===== src/hdl/prgate_pkg.sv =====
package prgate_pkg;

  // Defaults for the top-level parameters
  localparam int unsigned PEER_COUNT_DEFAULT  = 16;
  localparam int unsigned WINDOW_BITS_DEFAULT = 64;

  // Entries in the queue between classifier and state engine
  localparam int unsigned QUEUE_DEPTH = 2;

  // Field widths
  localparam int unsigned PEER_ID_W   = 4;
  localparam int unsigned PROTO_W     = 16;
  localparam int unsigned DICT_W      = 32;
  localparam int unsigned HASH_W      = 64;
  localparam int unsigned SEQ_W       = 32;
  localparam int unsigned TICK_W      = 32;
  localparam int unsigned TOKEN_W     = 24;
  localparam int unsigned PROD_W      = TICK_W + TOKEN_W;
  localparam int unsigned VERDICT_W   = 3;
  localparam int unsigned CFG_INDEX_W = 3;
  localparam int unsigned CFG_DATA_W  = 64;

  // Q8.16 token constants
  localparam logic [TOKEN_W-1:0] ONE_TOKEN    = 24'h01_0000;
  localparam logic [TOKEN_W-1:0] BURST_RESET  = 24'h10_0000;
  localparam logic [TOKEN_W-1:0] REFILL_RESET = 24'h01_0000;

  // Configuration register indexes
  typedef enum logic [CFG_INDEX_W-1:0] {
    CFG_PROTOCOL      = 3'd0,
    CFG_CHECK_DICT    = 3'd1,
    CFG_DICT          = 3'd2,
    CFG_CHECK_CONTENT = 3'd3,
    CFG_CONTENT       = 3'd4,
    CFG_BURST         = 3'd5,
    CFG_REFILL        = 3'd6
  } cfg_idx_e;

  typedef enum logic [VERDICT_W-1:0] {
    VERDICT_OK        = 3'd0,
    VERDICT_PROTOCOL  = 3'd1,
    VERDICT_DICT      = 3'd2,
    VERDICT_CONTENT   = 3'd3,
    VERDICT_MALFORMED = 3'd4,
    VERDICT_RATE      = 3'd5,
    VERDICT_TOO_OLD   = 3'd6,
    VERDICT_DUP       = 3'd7
  } verdict_e;

  typedef enum logic {
    ACTION_CHECK = 1'b0,
    ACTION_RESET = 1'b1
  } action_e;

  // What the state engine has to do with a queued transaction
  typedef enum logic [1:0] {
    OP_RESET   = 2'd0,
    OP_VERDICT = 2'd1,
    OP_PACKET  = 2'd2
  } op_e;

  typedef struct packed {
    op_e                   op;
    verdict_e              verdict;
    logic [PEER_ID_W-1:0]  peer;
    logic [SEQ_W-1:0]      seq;
    logic [TICK_W-1:0]     now;
  } gate_item_t;

  typedef struct packed {
    logic [TOKEN_W-1:0] burst;
    logic [TOKEN_W-1:0] refill;
  } bucket_cfg_t;

endpackage


===== src/hdl/prgate_fifo.sv =====
module prgate_fifo (
  input  logic                   clk_i,
  input  logic                   rst_ni,
  input  logic                   push_i,
  input  prgate_pkg::gate_item_t data_i,
  output logic                   full_o,
  input  logic                   pop_i,
  output prgate_pkg::gate_item_t data_o,
  output logic                   empty_o
);

  localparam int unsigned DEPTH = prgate_pkg::QUEUE_DEPTH;
  localparam int unsigned PTR_W = (DEPTH > 1) ? $clog2(DEPTH) : 1;
  localparam int unsigned CNT_W = PTR_W + 1;

  prgate_pkg::gate_item_t mem_q [DEPTH];
  logic [PTR_W-1:0] wr_ptr_q, wr_ptr_d;
  logic [PTR_W-1:0] rd_ptr_q, rd_ptr_d;
  logic [CNT_W-1:0] count_q, count_d;

  // Storage, no reset needed
  always_ff @(posedge clk_i) begin
    if (push_i) begin
      mem_q[wr_ptr_q] <= data_i;
    end
  end

  // Pointers and fill level
  always_comb begin
    wr_ptr_d = wr_ptr_q;
    rd_ptr_d = rd_ptr_q;
    if (push_i) begin
      wr_ptr_d = (wr_ptr_q == PTR_W'(DEPTH - 1)) ? '0 : wr_ptr_q + 1'b1;
    end
    if (pop_i) begin
      rd_ptr_d = (rd_ptr_q == PTR_W'(DEPTH - 1)) ? '0 : rd_ptr_q + 1'b1;
    end
    count_d = count_q + CNT_W'(push_i) - CNT_W'(pop_i);
  end

  always_ff @(posedge clk_i or negedge rst_ni) begin
    if (!rst_ni) begin
      wr_ptr_q <= '0;
      rd_ptr_q <= '0;
      count_q  <= '0;
    end else begin
      wr_ptr_q <= wr_ptr_d;
      rd_ptr_q <= rd_ptr_d;
      count_q  <= count_d;
    end
  end

  assign data_o  = mem_q[rd_ptr_q];
  assign full_o  = (count_q == CNT_W'(DEPTH));
  assign empty_o = (count_q == '0);

endmodule


===== config.mk =====
export PLATFORM = sky130hd
export DESIGN_NAME = prgate_fifo
export DESIGN_NICKNAME = d
export VERILOG_FILES = /design/src/hdl/prgate_pkg.sv /design/src/hdl/prgate_fifo.sv
export SDC_FILE = /design/constraint.sdc
export NUM_CORES = 1
export LEC_CHECK = 0
export BUFFER_PORTS_ARGS = -buffer_cell sky130_fd_sc_hd__buf_2
export CAP_MARGIN = 20
export CORE_UTILIZATION = 52
export CTS_CLUSTER_DIAMETER = 50
export DETAILED_ROUTE_END_ITERATION = 8
export GPL_ROUTABILITY_DRIVEN = 0
export PLACE_DENSITY = 0.89
export SLEW_MARGIN = 10
export SYNTH_ARGS = -nofsm -noshare
export SYNTH_HDL_FRONTEND = slang
export SYNTH_SLANG_ARGS = --single-unit

===== constraint.sdc =====
create_clock -name clk_i -period 4.9 [get_ports clk_i]
set_clock_uncertainty 0.2 [all_clocks]
set_input_delay 0.735 -clock clk_i [delete_from_list [all_inputs] [get_ports clk_i]]
set_output_delay 0.735 -clock clk_i [all_outputs]
set_load 0.02 [all_outputs]

# Word-level counts from Yosys, hierarchy flattened
# Memories as Yosys holds them, arrays and structs flattened.
# Index checks and enable logic that the tools add are counted.
[op_classes] n_addsub=4 n_eq_ne=1 muxes=4 n_reduce_logical=1
[ops] cell="1-bit two-way mux" count=4
[ops] cell="1-bit adder, second input constant" count=2
[ops] cell="2-bit by 1-bit adder with 2-bit output" count=1
[ops] cell="2-bit equality test, second input constant" count=1
[ops] cell="2-bit logical NOT" count=1
[ops] cell="2-bit by 1-bit subtractor with 2-bit output" count=1
[totals] register_bits=4 mem_bits_rw=146 in_bits=77 output_inout_bits=75 word_cells=14 n_memories=1
[mem_list] name="mem_q" depth=2 width=73 read_ports=1 rd_ports_with_merged_regs=0 wr=1 line="prgate_fifo.sv:16" source="prgate_pkg::gate_item_t mem_q [DEPTH];"

# Depth between registers and ports, before layout
# Gate-level depths: netlist of the first run.
[depth] depth_word=2 depth_mapped=5 ltp_nobuf=5

# Least setup slack after synthesis of the first run
# OpenSTA, ideal clock, no wires.
[synth_path] path_type="input -> register" from="in push_i" to="mem mem_q[0][0] in the netlist's numbering, enable pin" setup_ns=0.513 arrival_time_ns=3.934 required_time_ns=4.187 slack_ns=0.253 cell_stages=1 path_buffers=0 cell_sequence="nor2b_1"
[synth_between] elab_chain_len=2
[synth_lines] item="from (decl)" line="prgate_fifo.sv:4" source="input logic push_i,"
[synth_lines] item="1-bit two-way mux" line="prgate_fifo.sv:23" source="if (push_i) begin"
[synth_lines] item="1-bit two-way mux (not written as such)" line="prgate_fifo.sv:24" source="mem_q[wr_ptr_q] <= data_i;"
[synth_lines] item="to (decl)" line="prgate_fifo.sv:16"
# Every way passes these cells.

==> out/results.ini, run 1 <==
[sta]
rsz0062_at_grt = false
tns_ns = 0
finalSetupViolCount = 0
relSlewSlack = 0.252
fmaxAchievable_mhz = 284
finalCritPeriodShare = 0.718
fin_crit_ns = 3.52
slew_viol_final = 0
finalHoldViolations = 0
tightestPinTransition_ns = 1.12
hold_slack_ns = 0.213

[detailed_routing]
antenna_left = 0
routed_wl_um = 9220
drt_iter0_markers = 137
avgRoutedWirePerCell_um = 16.5
drt_first_pass_iters = 4
via_per_inst = 4.97
drc = 0
dr_total_vias = 2766

[placed_design]
port_buffers = 151
hpwl_um = 5940
place_inst = 523

[clock_network]
cts_resized = 0
cts-htree-levels = 4
cts_tree = yes
cts_sinks = 150
postCtsSetupBuffers = 0
cts_hold_buf = 1
cts-buffers-inserted = 17
clkSlewWorstSetupHoldPaths_ns = 0.06
cts_root_buf = clkbuf_8
cts_buffer_depth = 2
clk_latency_ns = 0.50

[yosys]
synth.ff_latch_count = 150
synth_area_per_cell_um2 = 23.6
yosysUniqueCellTypes = 13
syn_inst = 242
ys_seq_area_frac = 0.785
ys.warnings.count = 0
syn_nets = 321
synth_area_um2 = 5710

[cells_and_area]
diodes = 0
area_delta_synth_final_pct = 25.7
drive_gt1_frac = 0.613
fin_cells = 557
nets = 487

[critical_path]
slowest_delay_ns = 1.16
crit_fanout = 64
arrival_ns = 2.58
critPathKind = flip-flop to output port
crit_family = flip-flops
endpoint_kind = output port
critPathSlowestCell = dfrtp_4
critPathRequiredTime_ns = 3.96
path_cells = buf_4, mux2_4, buf_2
critPathLaunchType = flip-flop
path_buf_inv = 2

[global_route]
grt_use_total = 0.168
gr-total-overflow = 0
grt_pass1_wl_um = 13800
grt_pass1_vias = 2918
antenna_found_initial = 0
grt_max_degree = 74

[pwr]
p_total_mw = 4.45
ir_worst_vdd_mv = 0.549
p_per_area_nw_per_um2 = 620
leakage_nw = 2.91

[outcome]
status = completed

[floorplan]
start_util = 0.544
ios = 152
die_w_um = 107
core_area_um2 = 10500
die_y_um = 107
die_area_um2 = 11400
fp-row-count = 37

[hold_path]
hp-class = input pin to flip-flop

[flow_run]
drv_cap = 0

[cell usage in the layout, fill, tap and decap left out, drive strengths merged, types with 2 or more instances in the layout]
master / n
edfxtp: 146
inv: 2
xor2: 2
clkinv: 7
bufinv: 2
ha: 2
dfrtp: 4
nor2b: 2
clkbuf: 19
mux2: 73
clkinvlp: 4
buf: 154
[registers in the layout, indices dropped and copies added (netlist names)]
| signal | count |
|---|---|
| count_q | 2 |
| mem_q | 146 |
| rd_ptr_q | 1 |
| wr_ptr_q | 1 |
[through the flow]
step / worst slack, ns / utilization / instance area [um2]
floorplan: 0.253 / - / 5710
global placement: 1.94 / 0.628 / 6600
detailed placement: 1.91 / 0.628 / 6600
CTS: 1.35 / 0.681 / 7160
global route: 1.27 / 0.683 / 7180
finish: 1.38 / 0.683 / 7180
[cells in the mapped netlist, drive strengths merged]
| cell | count | area [um2] |
|---|---|---|
| nor2 | 1 | 3.75 |
| buf | 8 | 83.8 |
| and2 | 1 | 6.26 |
| mux2 | 73 | 1050 |
| dfrtp | 4 | 100 |
| xor2 | 2 | 17.5 |
| inv | 2 | 7.51 |
| xor3 | 1 | 23.8 |
| edfxtp | 146 | 4380 |
| nor2b | 2 | 12.5 |
| ha | 2 | 25.0 |
[worst paths after layout]
path / from / endpoint / slack, ns / cells after the start
max in group asynchronous: rst_ni / rd_ptr_q$_DFFE_PN0P_ / 3.99 / 2
min reg2reg: wr_ptr_q$_DFFE_PN0P_ / wr_ptr_q$_DFFE_PN0P_ / 0.35 / 1
min in group asynchronous: rst_ni / count_q[1]$_DFF_PN0_ / 0.37 / 2
max reg2reg: wr_ptr_q$_DFFE_PN0P_ / mem_q[1][22]$_DFFE_PP_ / 3.03 / 1
max: rd_ptr_q$_DFFE_PN0P_ / data_o[9] / 1.38 / 3
min: data_i[10] / mem_q[0][10]$_DFFE_PP_ / 0.21 / 1
[cell families (layout without fill, tap and decap cells)]
family                   after synthesis  count (layout)  share of synthesized area
AND/OR/NAND/NOR                        4               4                    0.00394
adder cells (fa/ha/maj)                2               2                    0.00438
buffers and inverters                 10             189                     0.0160
XOR/XNOR                               3               3                    0.00723
multiplexers                          73              73                      0.183
flip-flops                           150             150                      0.785
[final cells by class]
type | count | area [um2]
Fill cell | 676 | 3330
Multi-Input combinational cell | 82 | 1150
Tap cell | 136 | 170
Inverter | 2 | 7.51
Clock buffer | 19 | 422
Sequential cell | 150 | 4490
Clock inverter | 13 | 134
Timing Repair Buffer | 155 | 813
[power breakdown]
group / switching (mW) / total, mW / leakage, nW / internal (mW)
logic: 0.679 / 1.34 / 1.23 / 0.664
clock network: 0.478 / 1.20 / 0.259 / 0.720
registers: 0.203 / 1.91 / 1.42 / 1.71
total: 1.36 / 4.45 / 2.91 / 3.09
[per-layer routing]
layer | GRT usage | vias up | wire length [um]
met3 | 0.0480 | 12 | 561
li1 | - | 1294 | -
met5 | 0 | - | 0
met4 | 0.0851 | 0 | 129
met2 | 0.294 | 100 | 4860
met1 | 0.186 | 1360 | 3670
No activity file was read; power rests on OpenSTA's default activity.
==> run 2, diff against run 1 <==
==> constraint.sdc (replaced) <==
create_clock -name clk_i -period 3.53 [get_ports clk_i]
set_clock_uncertainty 0.2 [all_clocks]
set_input_delay 0.5295 -clock clk_i [delete_from_list [all_inputs] [get_ports clk_i]]
set_output_delay 0.5295 -clock clk_i [all_outputs]
set_load 0.02 [all_outputs]
==> run 2 against run 1 <==
Final area grew 8.7%. Register-to-register slack worse by 1.5 ns. Routed wire length rose by 14%. Largest cell class unchanged.
==> out/results.ini, run 2 (synthesis results as in run 1) <==
[cells_and_area]
drive_gt1_frac = 0.535  ; was 0.613
fin_cells = 617  ; was 557
nets = 546  ; was 487
final_common_cell = buf_2  ; unchanged
stdcell_area_um2 = 7810  ; was 7180 um2
reg_top3 = mem_q x146, count_q x2  ; unchanged
largest_register_ffs = 146  ; unchanged
area_delta_synth_final_pct = 36.7  ; was 25.7%
final_cell_mix = buf_2, edfxtp_1, mux2_4, dlygate4sd3_1, clkbuf_16  ; was buf_2, edfxtp_1, mux2_4
n_fill_cell = 611  ; was 676
regMostFlops = mem_q  ; unchanged

[placed_design]
hpwl_um = 6040  ; was 5940 um
port_buffers = 151  ; unchanged
place_area_um2 = 6600  ; about the same
place_inst = 524  ; was 523

[pwr]
p_switching_mw = 1.90  ; was 1.36 mW
combPwrFrac = 0.322  ; was 0.302
seqPwrFrac = 0.395  ; was 0.429
clkPwrFrac = 0.284  ; was 0.269
swShare = 0.298  ; was 0.306
p_int_mw = 4.48  ; was 3.09 mW
p_per_area_nw_per_um2 = 817  ; was 620 nW/um2
ir_worst_vdd_mv = 0.593  ; was 0.549 mV
leakage_nw = 3.17  ; was 2.91 nW

[detailed_routing]
dr_total_vias = 3019  ; was 2766
drc = 0  ; unchanged
routed_wl_um = 10500  ; was 9220 um
via_per_inst = 4.89  ; was 4.97
drt_first_pass_iters = 4  ; unchanged
antenna_left = 0  ; unchanged
drt_iter0_markers = 135  ; was 137
avgRoutedWirePerCell_um = 17.0  ; was 16.5 um

[sta]
tns_ns = 0  ; unchanged
finalCritPeriodShare = 0.804
finalHoldViolations = 0  ; unchanged
tightestPinTransition_ns = 0.998  ; was 1.12 ns
finalSetupViolCount = 0  ; unchanged
slew_viol_final = 0  ; unchanged
fmaxAchievable_mhz = 352
relSlewSlack = 0.334  ; was 0.252
rsz0062_at_grt = false  ; unchanged
fin_crit_ns = 2.84
hold_slack_ns = 0.0230  ; was 0.213 ns

[critical_path]
critPathRequiredTime_ns = 2.80  ; was 3.96 ns
critPathKind = flip-flop to output port  ; unchanged
r2r_slack_ns = 1.54  ; was 3.03 ns
worstReg2RegEnd = mem_q[0][47]$_DFFE_PP_  ; was mem_q[1][22]$_DFFE_PP_
r2r_start = wr_ptr_q$_DFFE_PN0P_  ; unchanged
arrival_ns = 2.11  ; was 2.58 ns
critPathLaunchType = flip-flop  ; unchanged
rr_worst_depth = 2  ; was 1
endpoint_kind = output port  ; unchanged
crit_fanout = 57  ; was 64

[global_route]
gr-total-overflow = 0  ; unchanged
grt_pass1_vias = 3277  ; was 2918
grt_pass1_wl_um = 15700  ; was 13800 um
antenna_found_initial = 0  ; unchanged
grt_use_total = 0.190  ; was 0.168
grt_max_degree = 74  ; unchanged

[floorplan]
die_area_um2 = 11400  ; unchanged
die_w_um = 107  ; unchanged
core_area_um2 = 10500  ; unchanged
ios = 152  ; unchanged
die_y_um = 107  ; unchanged
start_util = 0.544  ; unchanged
fp-row-count = 37  ; unchanged

[clock_network]
cts_root_buf = clkbuf_8  ; unchanged
clk_latency_ns = 0.50  ; about the same
cts_buffer_depth = 2  ; unchanged
clkSlewWorstSetupHoldPaths_ns = 0.06  ; about the same
cts-buffers-inserted = 17  ; unchanged
cts_tree = yes  ; unchanged
cts_sinks = 150  ; unchanged
cts-htree-levels = 4  ; unchanged

[hold_path]
hold_depth = 1  ; unchanged
worstHoldStart = data_i[3]  ; was data_i[10]
hp-class = input pin to flip-flop  ; unchanged
holdPathEnd = mem_q[1][3]$_DFFE_PP_  ; was mem_q[0][10]$_DFFE_PP_

[flow_run]
drv_cap = 0  ; unchanged

[outcome]
status = completed  ; unchanged

-- run 2: cell types whose count changed in the layout (fill, tap and decap cells not counted), moves of 2 or more --
cell / previous run / this run
clkinv_1: 2 / 0
clkbuf_1: 2 / 5
dlygate4sd3_1: 1 / 60
clkinv_4: 3 / 0
bufinv_16: 2 / 4
-- run 2: power groups by stage --
stage / sequential, mW / combinational, mW / clock (mW)
4_1_cts: 2.52 / 2.06 / 1.84
5_1_grt: 2.55 / 2.17 / 1.91
3_5_place_dp: 2.55 / 2.00 / 0
2_1_floorplan: 2.49 / 1.57 / 0
3_3_place_gp: 2.52 / 1.99 / 0
6_report: 2.52 / 2.05 / 1.81
-- run 2: worst max-delay path, cell delays in order, from the launching register on --
cell and delay (ns):
dfrtp_4 0.60, buf_12 0.41, mux2_2 0.39, buf_2 0.16
-- run 2: layout make-up --
class	count	area, um2	share of cell area
flip-flops and latches	150	4490	0.575
clock buffers	23	447	0.0572
inverters	2	7.51	0.000962
clock inverters	9	155	0.0199
repair buffers	214	1390	0.178
multi-input cells	82	1150	0.147
diodes	1	2.50	0.000321
well taps	136	170	0.0218
-- run 2: metrics by stage --
stage / total power [mW] / setup WS [ns] / util
after detailed placement: 4.56 / 1.22 / 0.628
after CTS: 6.42 / 0.673 / 0.741
after global placement: 4.51 / 1.23 / 0.628
after global routing: 6.64 / 0.608 / 0.743
after floorplan: 4.06 / 0.455 / -
final: 6.38 / 0.692 / 0.743
-- run 2: how the worst max path moves through the flow --
stage,startpoint,depth (start not counted),slack [ns],endpoint
floorplan,push_i,1,0.46,mem_q[0][0]$_DFFE_PP_
global placement,rd_ptr_q$_DFFE_PN0P_,3,1.23,data_o[67]
finish,rd_ptr_q$_DFFE_PN0P_,3,0.69,data_o[72]
CTS,rd_ptr_q$_DFFE_PN0P_,3,0.67,data_o[67]
global route,rd_ptr_q$_DFFE_PN0P_,3,0.61,data_o[67]
detailed placement,rd_ptr_q$_DFFE_PN0P_,3,1.22,data_o[67]
-- run 2: per-layer routing --
metal	share of wire	vias up	GRT usage
met5	0	-	0
met1	0.38	1480	0.197
met4	0.014	0	0.0802
met2	0.55	112	0.353
met3	0.055	16	0.0584
li1	-	1411	-
-- run 2: repair_timing --
item,4_1_cts,5_1_grt
hold buffers,58,2
gates resized for setup,0,0
endpoints found under the setup margin,0,0
buffers inserted,0,0
hold endpoints to repair,115,4
