`config.mk`:
```
export PLATFORM = sky130hd
export DESIGN_NAME = prgate_front
export DESIGN_NICKNAME = d
export VERILOG_FILES = /design/src/hdl/prgate_pkg.sv /design/src/hdl/prgate_front.sv
export SDC_FILE = /design/constraint.sdc
export NUM_CORES = 1
export LEC_CHECK = 0
export BUFFER_PORTS_ARGS = -buffer_cell sky130_fd_sc_hd__buf_2
export CAP_MARGIN = 20
export CORE_ASPECT_RATIO = 1.75
export CORE_UTILIZATION = 25
export DETAILED_ROUTE_END_ITERATION = 16
export PLACE_DENSITY = 0.49
export SLEW_MARGIN = 10
export SYNTH_ARGS = -nofsm -noshare
export SYNTH_HDL_FRONTEND = slang
export SYNTH_SLANG_ARGS = --single-unit
export TNS_END_PERCENT = 100
```
`constraint.sdc`:
```
create_clock -name clk_i -period 4.5 [get_ports clk_i]
set_input_delay 0.45 -clock clk_i [delete_from_list [all_inputs] [get_ports clk_i]]
set_output_delay 0.45 -clock clk_i [all_outputs]
set_load 0.01 [all_outputs]
```
`src/hdl/prgate_pkg.sv`:
```
package prgate_pkg;

  // Defaults for the top-level parameters
  localparam int unsigned PEER_COUNT_DEFAULT  = 16;
  localparam int unsigned WINDOW_BITS_DEFAULT = 64;

  // Entries in the queue between classifier and state engine
  localparam int unsigned QUEUE_DEPTH = 2;

  // Field widths
  localparam int unsigned PEER_ID_W   = 4;
  localparam int unsigned PROTO_W     = 16;
  localparam int unsigned DICT_W      = 32;
  localparam int unsigned HASH_W      = 64;
  localparam int unsigned SEQ_W       = 32;
  localparam int unsigned TICK_W      = 32;
  localparam int unsigned TOKEN_W     = 24;
  localparam int unsigned PROD_W      = TICK_W + TOKEN_W;
  localparam int unsigned VERDICT_W   = 3;
  localparam int unsigned CFG_INDEX_W = 3;
  localparam int unsigned CFG_DATA_W  = 64;

  // Q8.16 token constants
  localparam logic [TOKEN_W-1:0] ONE_TOKEN    = 24'h01_0000;
  localparam logic [TOKEN_W-1:0] BURST_RESET  = 24'h10_0000;
  localparam logic [TOKEN_W-1:0] REFILL_RESET = 24'h01_0000;

  // Configuration register indexes
  typedef enum logic [CFG_INDEX_W-1:0] {
    CFG_PROTOCOL      = 3'd0,
    CFG_CHECK_DICT    = 3'd1,
    CFG_DICT          = 3'd2,
    CFG_CHECK_CONTENT = 3'd3,
    CFG_CONTENT       = 3'd4,
    CFG_BURST         = 3'd5,
    CFG_REFILL        = 3'd6
  } cfg_idx_e;

  typedef enum logic [VERDICT_W-1:0] {
    VERDICT_OK        = 3'd0,
    VERDICT_PROTOCOL  = 3'd1,
    VERDICT_DICT      = 3'd2,
    VERDICT_CONTENT   = 3'd3,
    VERDICT_MALFORMED = 3'd4,
    VERDICT_RATE      = 3'd5,
    VERDICT_TOO_OLD   = 3'd6,
    VERDICT_DUP       = 3'd7
  } verdict_e;

  typedef enum logic {
    ACTION_CHECK = 1'b0,
    ACTION_RESET = 1'b1
  } action_e;

  // What the state engine has to do with a queued transaction
  typedef enum logic [1:0] {
    OP_RESET   = 2'd0,
    OP_VERDICT = 2'd1,
    OP_PACKET  = 2'd2
  } op_e;

  typedef struct packed {
    op_e                   op;
    verdict_e              verdict;
    logic [PEER_ID_W-1:0]  peer;
    logic [SEQ_W-1:0]      seq;
    logic [TICK_W-1:0]     now;
  } gate_item_t;

  typedef struct packed {
    logic [TOKEN_W-1:0] burst;
    logic [TOKEN_W-1:0] refill;
  } bucket_cfg_t;

endpackage

```
`src/hdl/prgate_front.sv`:
```
module prgate_front (
  input  logic                                     clk_i,
  input  logic                                     rst_ni,
  // packet channel
  input  logic                                     in_valid_i,
  output logic                                     in_ready_o,
  input  logic                                     action_i,
  input  logic [prgate_pkg::PEER_ID_W-1:0]         peer_id_i,
  input  logic [prgate_pkg::PROTO_W-1:0]           pkt_protocol_i,
  input  logic [prgate_pkg::DICT_W-1:0]            pkt_dictionary_i,
  input  logic [prgate_pkg::HASH_W-1:0]            pkt_content_hash_i,
  input  logic [prgate_pkg::SEQ_W-1:0]             seq_number_i,
  input  logic [prgate_pkg::TICK_W-1:0]            now_tick_i,
  // configuration channel
  input  logic                                     cfg_valid_i,
  output logic                                     cfg_ready_o,
  input  logic [prgate_pkg::CFG_INDEX_W-1:0]       cfg_index_i,
  input  logic [prgate_pkg::CFG_DATA_W-1:0]        cfg_data_i,
  // toward the queue and state engine
  input  logic                                     clearing_i,
  input  logic                                     full_i,
  output logic                                     push_o,
  output prgate_pkg::gate_item_t                   item_o,
  output prgate_pkg::bucket_cfg_t                  bucket_cfg_o
);

  logic [prgate_pkg::PROTO_W-1:0] proto_q;
  logic                           check_dict_q;
  logic [prgate_pkg::DICT_W-1:0]  dict_q;
  logic                           check_content_q;
  logic [prgate_pkg::HASH_W-1:0]  content_q;
  logic [prgate_pkg::TOKEN_W-1:0] burst_q;
  logic [prgate_pkg::TOKEN_W-1:0] refill_q;
  logic                           in_ready;

  // Configuration registers, always ready
  always_ff @(posedge clk_i or negedge rst_ni) begin
    if (!rst_ni) begin
      proto_q         <= '0;
      check_dict_q    <= 1'b0;
      dict_q          <= '0;
      check_content_q <= 1'b0;
      content_q       <= '0;
      burst_q         <= prgate_pkg::BURST_RESET;
      refill_q        <= prgate_pkg::REFILL_RESET;
    end else if (cfg_valid_i) begin
      unique case (prgate_pkg::cfg_idx_e'(cfg_index_i))
        prgate_pkg::CFG_PROTOCOL:      proto_q <= cfg_data_i[prgate_pkg::PROTO_W-1:0];
        prgate_pkg::CFG_CHECK_DICT:    check_dict_q <= cfg_data_i[0];
        prgate_pkg::CFG_DICT:          dict_q <= cfg_data_i[prgate_pkg::DICT_W-1:0];
        prgate_pkg::CFG_CHECK_CONTENT: check_content_q <= cfg_data_i[0];
        prgate_pkg::CFG_CONTENT:       content_q <= cfg_data_i[prgate_pkg::HASH_W-1:0];
        prgate_pkg::CFG_BURST:         burst_q <= cfg_data_i[prgate_pkg::TOKEN_W-1:0];
        prgate_pkg::CFG_REFILL:        refill_q <= cfg_data_i[prgate_pkg::TOKEN_W-1:0];
        default: ;
      endcase
    end
  end

  assign cfg_ready_o         = 1'b1;
  assign bucket_cfg_o.burst  = burst_q;
  assign bucket_cfg_o.refill = refill_q;

  // Connection reset first, then header checks in priority order; survivors go to the bucket and window
  always_comb begin
    item_o.peer    = peer_id_i;
    item_o.seq     = seq_number_i;
    item_o.now     = now_tick_i;
    item_o.op      = prgate_pkg::OP_PACKET;
    item_o.verdict = prgate_pkg::VERDICT_OK;
    priority if (action_i == prgate_pkg::ACTION_RESET) begin
      item_o.op = prgate_pkg::OP_RESET;
    end else if (pkt_protocol_i != proto_q) begin
      item_o.op      = prgate_pkg::OP_VERDICT;
      item_o.verdict = prgate_pkg::VERDICT_PROTOCOL;
    end else if (check_dict_q && (pkt_dictionary_i != dict_q)) begin
      item_o.op      = prgate_pkg::OP_VERDICT;
      item_o.verdict = prgate_pkg::VERDICT_DICT;
    end else if (check_content_q && (pkt_content_hash_i != content_q)) begin
      item_o.op      = prgate_pkg::OP_VERDICT;
      item_o.verdict = prgate_pkg::VERDICT_CONTENT;
    end else if (seq_number_i == '0) begin
      item_o.op      = prgate_pkg::OP_VERDICT;
      item_o.verdict = prgate_pkg::VERDICT_MALFORMED;
    end else begin
      item_o.op = prgate_pkg::OP_PACKET;
    end
  end

  // No transactions while the state store is being cleared
  assign in_ready   = !full_i && !clearing_i;
  assign in_ready_o = in_ready;
  assign push_o     = in_valid_i && in_ready;

endmodule

```
* Word level (Yosys, flattened, before mapping)
Index checks and enable logic that the tools add are counted.
** Cells by class
- Equal/unequal tests :: 9
- Multiplexer cells :: 7
- Reductions and logical operators :: 15
** Operators with widths (count)
- inequality test 64 bit :: 1
- zero test 32 bit :: 1
- inequality test 32 bit :: 1
- inequality test 16 bit :: 1
- two-way mux 5 bit :: 3
- AND reduction 2 bit :: 7
- equality test 3 bit (second input constant) :: 3
- equality test 3 x 2 -> 1 bit (second input constant) :: 2
- two-way mux 3 bit :: 2
- logical AND 1 bit :: 4
- two-way mux 2 bit :: 2
- equality test 3 x 1 -> 1 bit (second input constant) :: 1
- zero test 3 bit :: 1
- zero test 1 bit :: 2
** Storage, ports and cells
- Bits in registers :: 162
- Input port bits :: 254
- Output and inout port bits :: 124

* Longest topological paths before layout
Gate-level depths: netlist (run 1).
- Depth after elaboration :: 6
- Gate-level depth with buffers :: 6

* Worst setup path before layout (run 1)
OpenSTA, ideal clock, no wires.
- Path kind :: input-to-output
- Start point :: in pkt_dictionary_i[24] (netlist name)
- End point :: out item_o[68] (netlist name)
- Data arrival time :: 1.517 ns
- Setup slack :: 2.533 ns
- Stages on the path :: 6
- Path buffers :: 0
- Cell sequence :: xor2_1 nor4_1 nand4_1 o21ai_1 nand3_1 a21oi_1
** RTL lines
- start: declaration :: RTL line prgate_front.sv:10 : input logic [prgate_pkg::DICT_W-1:0] pkt_dictionary_i,
- end: declaration :: RTL line prgate_front.sv:23 : output prgate_pkg::gate_item_t item_o,

==> results of run 1 <==
## worst max path at each step
stage	to	start	cells after the start	slack, ns
floorplan	item_o[68]	pkt_dictionary_i[24]	6	2.53
global placement	item_o[68]	pkt_dictionary_i[30]	8	1.48
detailed placement	item_o[68]	pkt_dictionary_i[30]	8	1.44
CTS	item_o[68]	dict_q[30]	7	1.09
global route	item_o[70]	content_q[8]	7	1.12
finish	item_o[68]	dict_q[30]	7	1.29
## final cells by class
cell class,instances,area share
Sequential cell,162,0.4061
Multi-Input combinational cell,345,0.3264
Timing Repair Buffer,311,0.1584
Tap cell,391,0.04897
Clock buffer,23,0.04684
Clock inverter,9,0.01328
## per-stage QoR
step | setup WS (ns) | utilization | total power, uW
finish | 1.294 | 0.3228 | 4495
global route | 1.121 | 0.3228 | 4736
CTS | 1.090 | 0.3228 | 4598
detailed placement | 1.445 | 0.3034 | 3023
global placement | 1.484 | 0.3034 | 3002
floorplan | 2.533 | - | 2617
## registers in the layout, indices dropped and copies added, names as in the netlist
signal	count
refill_q	24
burst_q	24
check_content_q	1
content_q	64
dict_q	32
check_dict_q	1
proto_q	16
## per-layer routing
layer	routed length, microns	up-vias	share of wire	track usage
li1	-	2497	-	-
met1	9003	2641	0.35	0.1650
met2	14470	197	0.55	0.3084
met3	1291	80	0.049	0.03284
met4	1254	8	0.048	0.09731
met5	60	-	0.0023	0
## worst max-delay path, delay by kind of cell, from the launching register on
kind                      cells  cell delay [ns]
xor gates and xnor gates      1             0.17
DFF                           1             0.40
AOI/OAI and AO/OA             2             0.66
and+or+nand+nor               3             0.95
buffers and inverters         1             0.15
## cells in the final DEF (no fill, tap or decap), types with 2 or more instances in the layout
cell        count
mux2_1          5
clkinvlp_4      2
buf_4           7
bufinv_16       3
a21oi_1         2
nor2_1          4
nand4b_1        2
nor4_1         21
xor2_1         32
nand2_1         3
clkbuf_16      17
buf_2         303
dfrtp_1       160
clkbuf_1        4
xnor2_1        80
mux2_2        157
dfstp_2         2
nand2b_1        2
clkbuf_8        3
clkinv_2        2
nand4_1        25
## power groups by stage
stage	sequential, uW	clock [uW]	combinational [uW]
2_1_floorplan	2020	0	601
3_3_place_gp	2020	0	979
3_5_place_dp	2030	0	992
4_1_cts	2000	1600	996
5_1_grt	2040	1630	1060
6_report	2000	1530	967
## cells by family (layout without fill, tap and decap cells)
| logic type | count (synthesis) | in the layout |
|---|---|---|
| buffers and inverters | 85 | 343 |
| XOR/XNOR | 112 | 112 |
| other | 1 | 1 |
| AO/OA/AOI/OAI | 4 | 4 |
| multiplexers | 162 | 162 |
| AND/OR/NAND/NOR | 66 | 66 |
| flip-flops | 162 | 162 |
==> metrics.csv, run 1 <==
metric,value,unit
complex-gate fraction of the synthesized area,0.002686,
sequential power share,0.445,
Post-Synth XOR/XNOR Area,0.1239,
Critical R2R Capture,content_q[6],
Site Rows,85,
footprint of the multi-input gates,3261,sq um
PwrDens,449.9,nW/um^2
number of synthesized flops with an enable pin,0,
TritonCTS clock tree,done,
Routed Antenna Nets,0,
FF-to-FF Start,content_q[6],
die width,136.5,microns
Routed WL per cell,21.02,microns
"slowest stage delay, CP",0.56,ns
Post-CTS Hold Buffers,0,
slowest CP cell,nor4_1,
Finished Layout Cells,1241,
initial antenna violation count,4,
Detail Placement HPWL,20.37,mm
Syn Inst Count,592,
Synth Register Bits,162,
Reg2Reg Depth,1,
Post-Synth Simple-Gate Area,0.05356,
Gate power share,0.215,
initial core utilization,0.2559,
mux contribution to synthesized area,0.2304,
Setup Buffers After CTS,0,
fmax,311.9,MHz
combinational family with the most area after synthesis,multiplexers,
layout cell share with drive strength beyond 1,0.5894,
clock group share of total power,0.340,
GRT Residual Overflow,0,
Final Hold Viols,0,
# clock sinks,162,
number of global-route vias before repair,5578,
Crit Path Max Fanout,5,
critical path data arrival time,2.76,ns
setup_tns,0,ns
FF+latch area,4056,sq um
Synth top area share,0.5056,
DP Area,9389,sq um
NetSw,1259,uW
clk_skew,0,ns
Syn Std Cell Area,7919,sq um
Avg Inst Size Synth,13.38,sq um
R2R setup slack,3.68,ns
status,"complete, no violations",
RSZ-0062 raised after global routing,no,
CP required,4.05,ns
Area contributors post-synth,"dfrtp_1, mux2_2, xnor2_1",
"FFs w/ async S/R, synth",1.000,
number of CTS-inserted buffers,17,
RD Place Congestion,0.8102,
Port Buffer Count,304,
initial DRC count,126,
Critical Path Source Type,flop,
fill count,3193,
max cap viols,0,
Int Pwr,3236,uW
CTS Buffer Depth,2,
Yosys warnings,0,
total number of vias,5423,
biggest area consumer among synthesized cells,dfrtp_1,
TritonRoute pass-1 iters,4,
H-tree Lvls,4,
Adder-Cell Fraction of Synth Area,0,
Skew-Pair Late Insertion Delay,0.44,ns
Rel. slew slack,0.3514,
Critical Path Sink Type,primary output,
sequential fraction of the synthesis area,0.5122,
Core Area,30950,sq um
dpl cells,1209,
Resize count post-CTS,0,
root buf cell,clkbuf_16,
Nets,1091,
"Reg clk slew, reported paths",0.06,ns
final hold slack,0.08008,ns
"count leader, synth",dfrtp_1,
fin crit share,0.7126,
vias per cell,4.370,
Sw Share,0.2800,
pin count of the biggest net entering global routing,94,
post-synth cell types,27,
Die Span Y,237.4,microns
syn_nets,846,
# IOs,378,
Crit Path Class,reg -> out,
# diodes,0,
DR DRC count,0,
final setup fails,0,
ys flop type,dfrtp_1,
Worst-Margin Slew,0.9729,ns
crit path time final,3.206,ns
CP Cell Sequence,"xor2_1, nor4_1, nand4_1, o21ai_1, nand3_1, a21oi_1, buf_2",
Post-Route WL,26.08,mm
final instance area,9990,sq um
Area Growth Syn to Fin,26.15,%
synth cell count leaders,"dfrtp_1, mux2_2, xnor2_1",
Leak,0.004522,uW
die area,32420,sq um
first-pass GRT wire length,36.77,mm
Peak VDD IR,0.0002758,V
HP Class,in -> async,
fin. max-slew vios,0,
Overall Global Routing Usage,0.1653,
Power figures use the tool's default switching activity.
==> inputs of run 2 (changes only) <==
==> constraint.sdc (replaced) <==
create_clock -name clk_i -period 3.4 [get_ports clk_i]
set_input_delay 0.34 -clock clk_i [delete_from_list [all_inputs] [get_ports clk_i]]
set_output_delay 0.34 -clock clk_i [all_outputs]
set_load 0.01 [all_outputs]
==> metrics.csv, run 2 (same netlist as run 1, synthesis figures left out) <==
metric,value,unit,change
number of global-route vias before repair,5684,,+1.9%
vias per cell,4.355,,-0.34%
fin. max-slew vios,0,,unchanged
Detail Placement HPWL,20.15,mm,-1.1%
Site Rows,85,,unchanged
Largest register FFs,64,,unchanged
# IOs,378,,unchanged
initial antenna violation count,5,,+1
CP Buf/Inv Count,1,,unchanged
Routed Antenna Nets,0,,unchanged
Area Growth Syn to Fin,26.26,%,about the same
Post-Route WL,26.04,mm,-0.18%
CP required,3.06,ns,-0.99 ns
"Reg clk slew, reported paths",0.07,ns,about the same
Setup Buffers After CTS,0,,unchanged
die area,32420,sq um,unchanged
initial core utilization,0.2559,,unchanged
"leading cell type in the layout, fill and taps excluded",buf_2,,
Crit. Startpoint,dict_q[30],,
"CP delay by family, top",simple AND/OR/NAND/NOR gates,,
Critical R2R Capture,content_q[26],,
die width,136.5,microns,unchanged
Crit Path Class,reg -> out,,
Crit Path Max Fanout,5,,unchanged
first-pass GRT wire length,36.80,mm,about the same
Overall Global Routing Usage,0.1662,,+0.0008935
post-route core utilization,0.3231,,about the same
Core Area,30950,sq um,unchanged
TritonRoute pass-1 iters,4,,unchanged
DP Area,9422,sq um,+0.35%
footprint of the multi-input gates,3261,sq um,unchanged
layout cell share with drive strength beyond 1,0.5922,,+0.002833
setup_tns,0,ns,unchanged
root buf cell,clkbuf_16,,
Port Buffer Count,304,,unchanged
R2R setup slack,2.57,ns,-1.11 ns
final hold slack,-0.02145,ns,-0.1015 ns
largest register by flop count,content_q,,
Rel. slew slack,0.4460,,+0.09462
"Power, Total",5838,uW,+30%
Reg2Reg Depth,1,,unchanged
H-tree Lvls,4,,unchanged
CTS Buffer Depth,2,,unchanged
GRT Residual Overflow,0,,unchanged
DR DRC count,0,,unchanged
HP Class,in -> async,,
pin count of the biggest net entering global routing,94,,unchanged
CP Cell Sequence,"xor2_1, nor4_1, nand4_1, o21ai_1, nand3_1, a21oi_1, buf_2",,
FF-to-FF Start,content_q[26],,
Die Span Y,237.4,microns,unchanged
fill count,3150,,-1.3%
"commonest cells after routing, fill and taps aside","buf_2, dfrtp_1, mux2_2, xnor2_1, xor2_1",,
RSZ-0062 raised after global routing,no,,
FF+latch area,4056,sq um,unchanged
Final Hold Viols,2,,+2
PwrDens,583.9,nW/um^2,+30%
max cap viols,0,,unchanged
failing checks,negative hold slack,,
Critical Path Source Type,flop,,
Leak,0.004529,uW,+0.14%
total number of vias,5422,,-0.018%
Worst-Margin Slew,0.8310,ns,-0.1419 ns
clk_skew,0,ns,unchanged
Critical Path Sink Type,primary output,,
RD Place Congestion,0.7912,,-2.3%
slowest CP cell,nor4_1,,
status,"complete, but fails checks",,
Routed WL per cell,20.91,microns,-0.50%
"slowest stage delay, CP",0.55,ns,about the same
crit path time final,3.095,ns,
Nets,1092,,+0.092%
Peak VDD IR,0.0003592,V,+30%
fin crit share,0.9102,,
biggest regs,"content_q: 64 flops, dict_q: 32 flops",,
Resize count post-CTS,0,,unchanged
final instance area,9998,sq um,about the same
Skew-Pair Late Insertion Delay,0.43,ns,about the same
number of CTS-inserted buffers,17,,unchanged
final setup fails,0,,unchanged
TritonCTS clock tree,done,,
critical path data arrival time,2.75,ns,about the same
Post-CTS Hold Buffers,0,,unchanged
initial DRC count,157,,+25%
# clock sinks,162,,unchanged
fmax,323.1,MHz,
## run 2: final cells by class
type                       instances  area share
antenna                            3   0.0007508
clock buffer                      19     0.04330
clock inverter                    13     0.01364
multi-input combinational        345      0.3261
sequential                       162      0.4057
tap                              391     0.04893
timing repair buffer             312      0.1616
## run 2: how the worst max path moves through the flow
stage / slack (ns) / cells past startpoint / to
6_report: 0.31 / 7 / item_o[68]
4_1_cts: 0.10 / 7 / item_o[70]
3_3_place_gp: 0.59 / 8 / item_o[70]
3_5_place_dp: 0.58 / 8 / item_o[70]
2_1_floorplan: 1.60 / 6 / item_o[68]
5_1_grt: 0.10 / 7 / item_o[68]
## run 2: metrics by stage
step,cells,worst slack [ns]
final,1245,0.3053
after global routing,1245,0.1030
after CTS,1242,0.1021
after detailed placement,1210,0.5751
after global placement,1210,0.5942
after floorplan,592,1.604
## run 2: per-layer routing
metal | wire length, microns | global-route usage | part of all wire
met1 | 9095 | 0.1655 | 0.35
met2 | 14400 | 0.3069 | 0.55
met3 | 1228 | 0.03135 | 0.047
met4 | 1281 | 0.1084 | 0.049
met5 | 28 | 0 | 0.0011
## run 2: report_power, final
group	switching, uW	internal, uW
Sequential	275	2360
Combinational	553	732
Clock	839	1080
Total	1670	4170
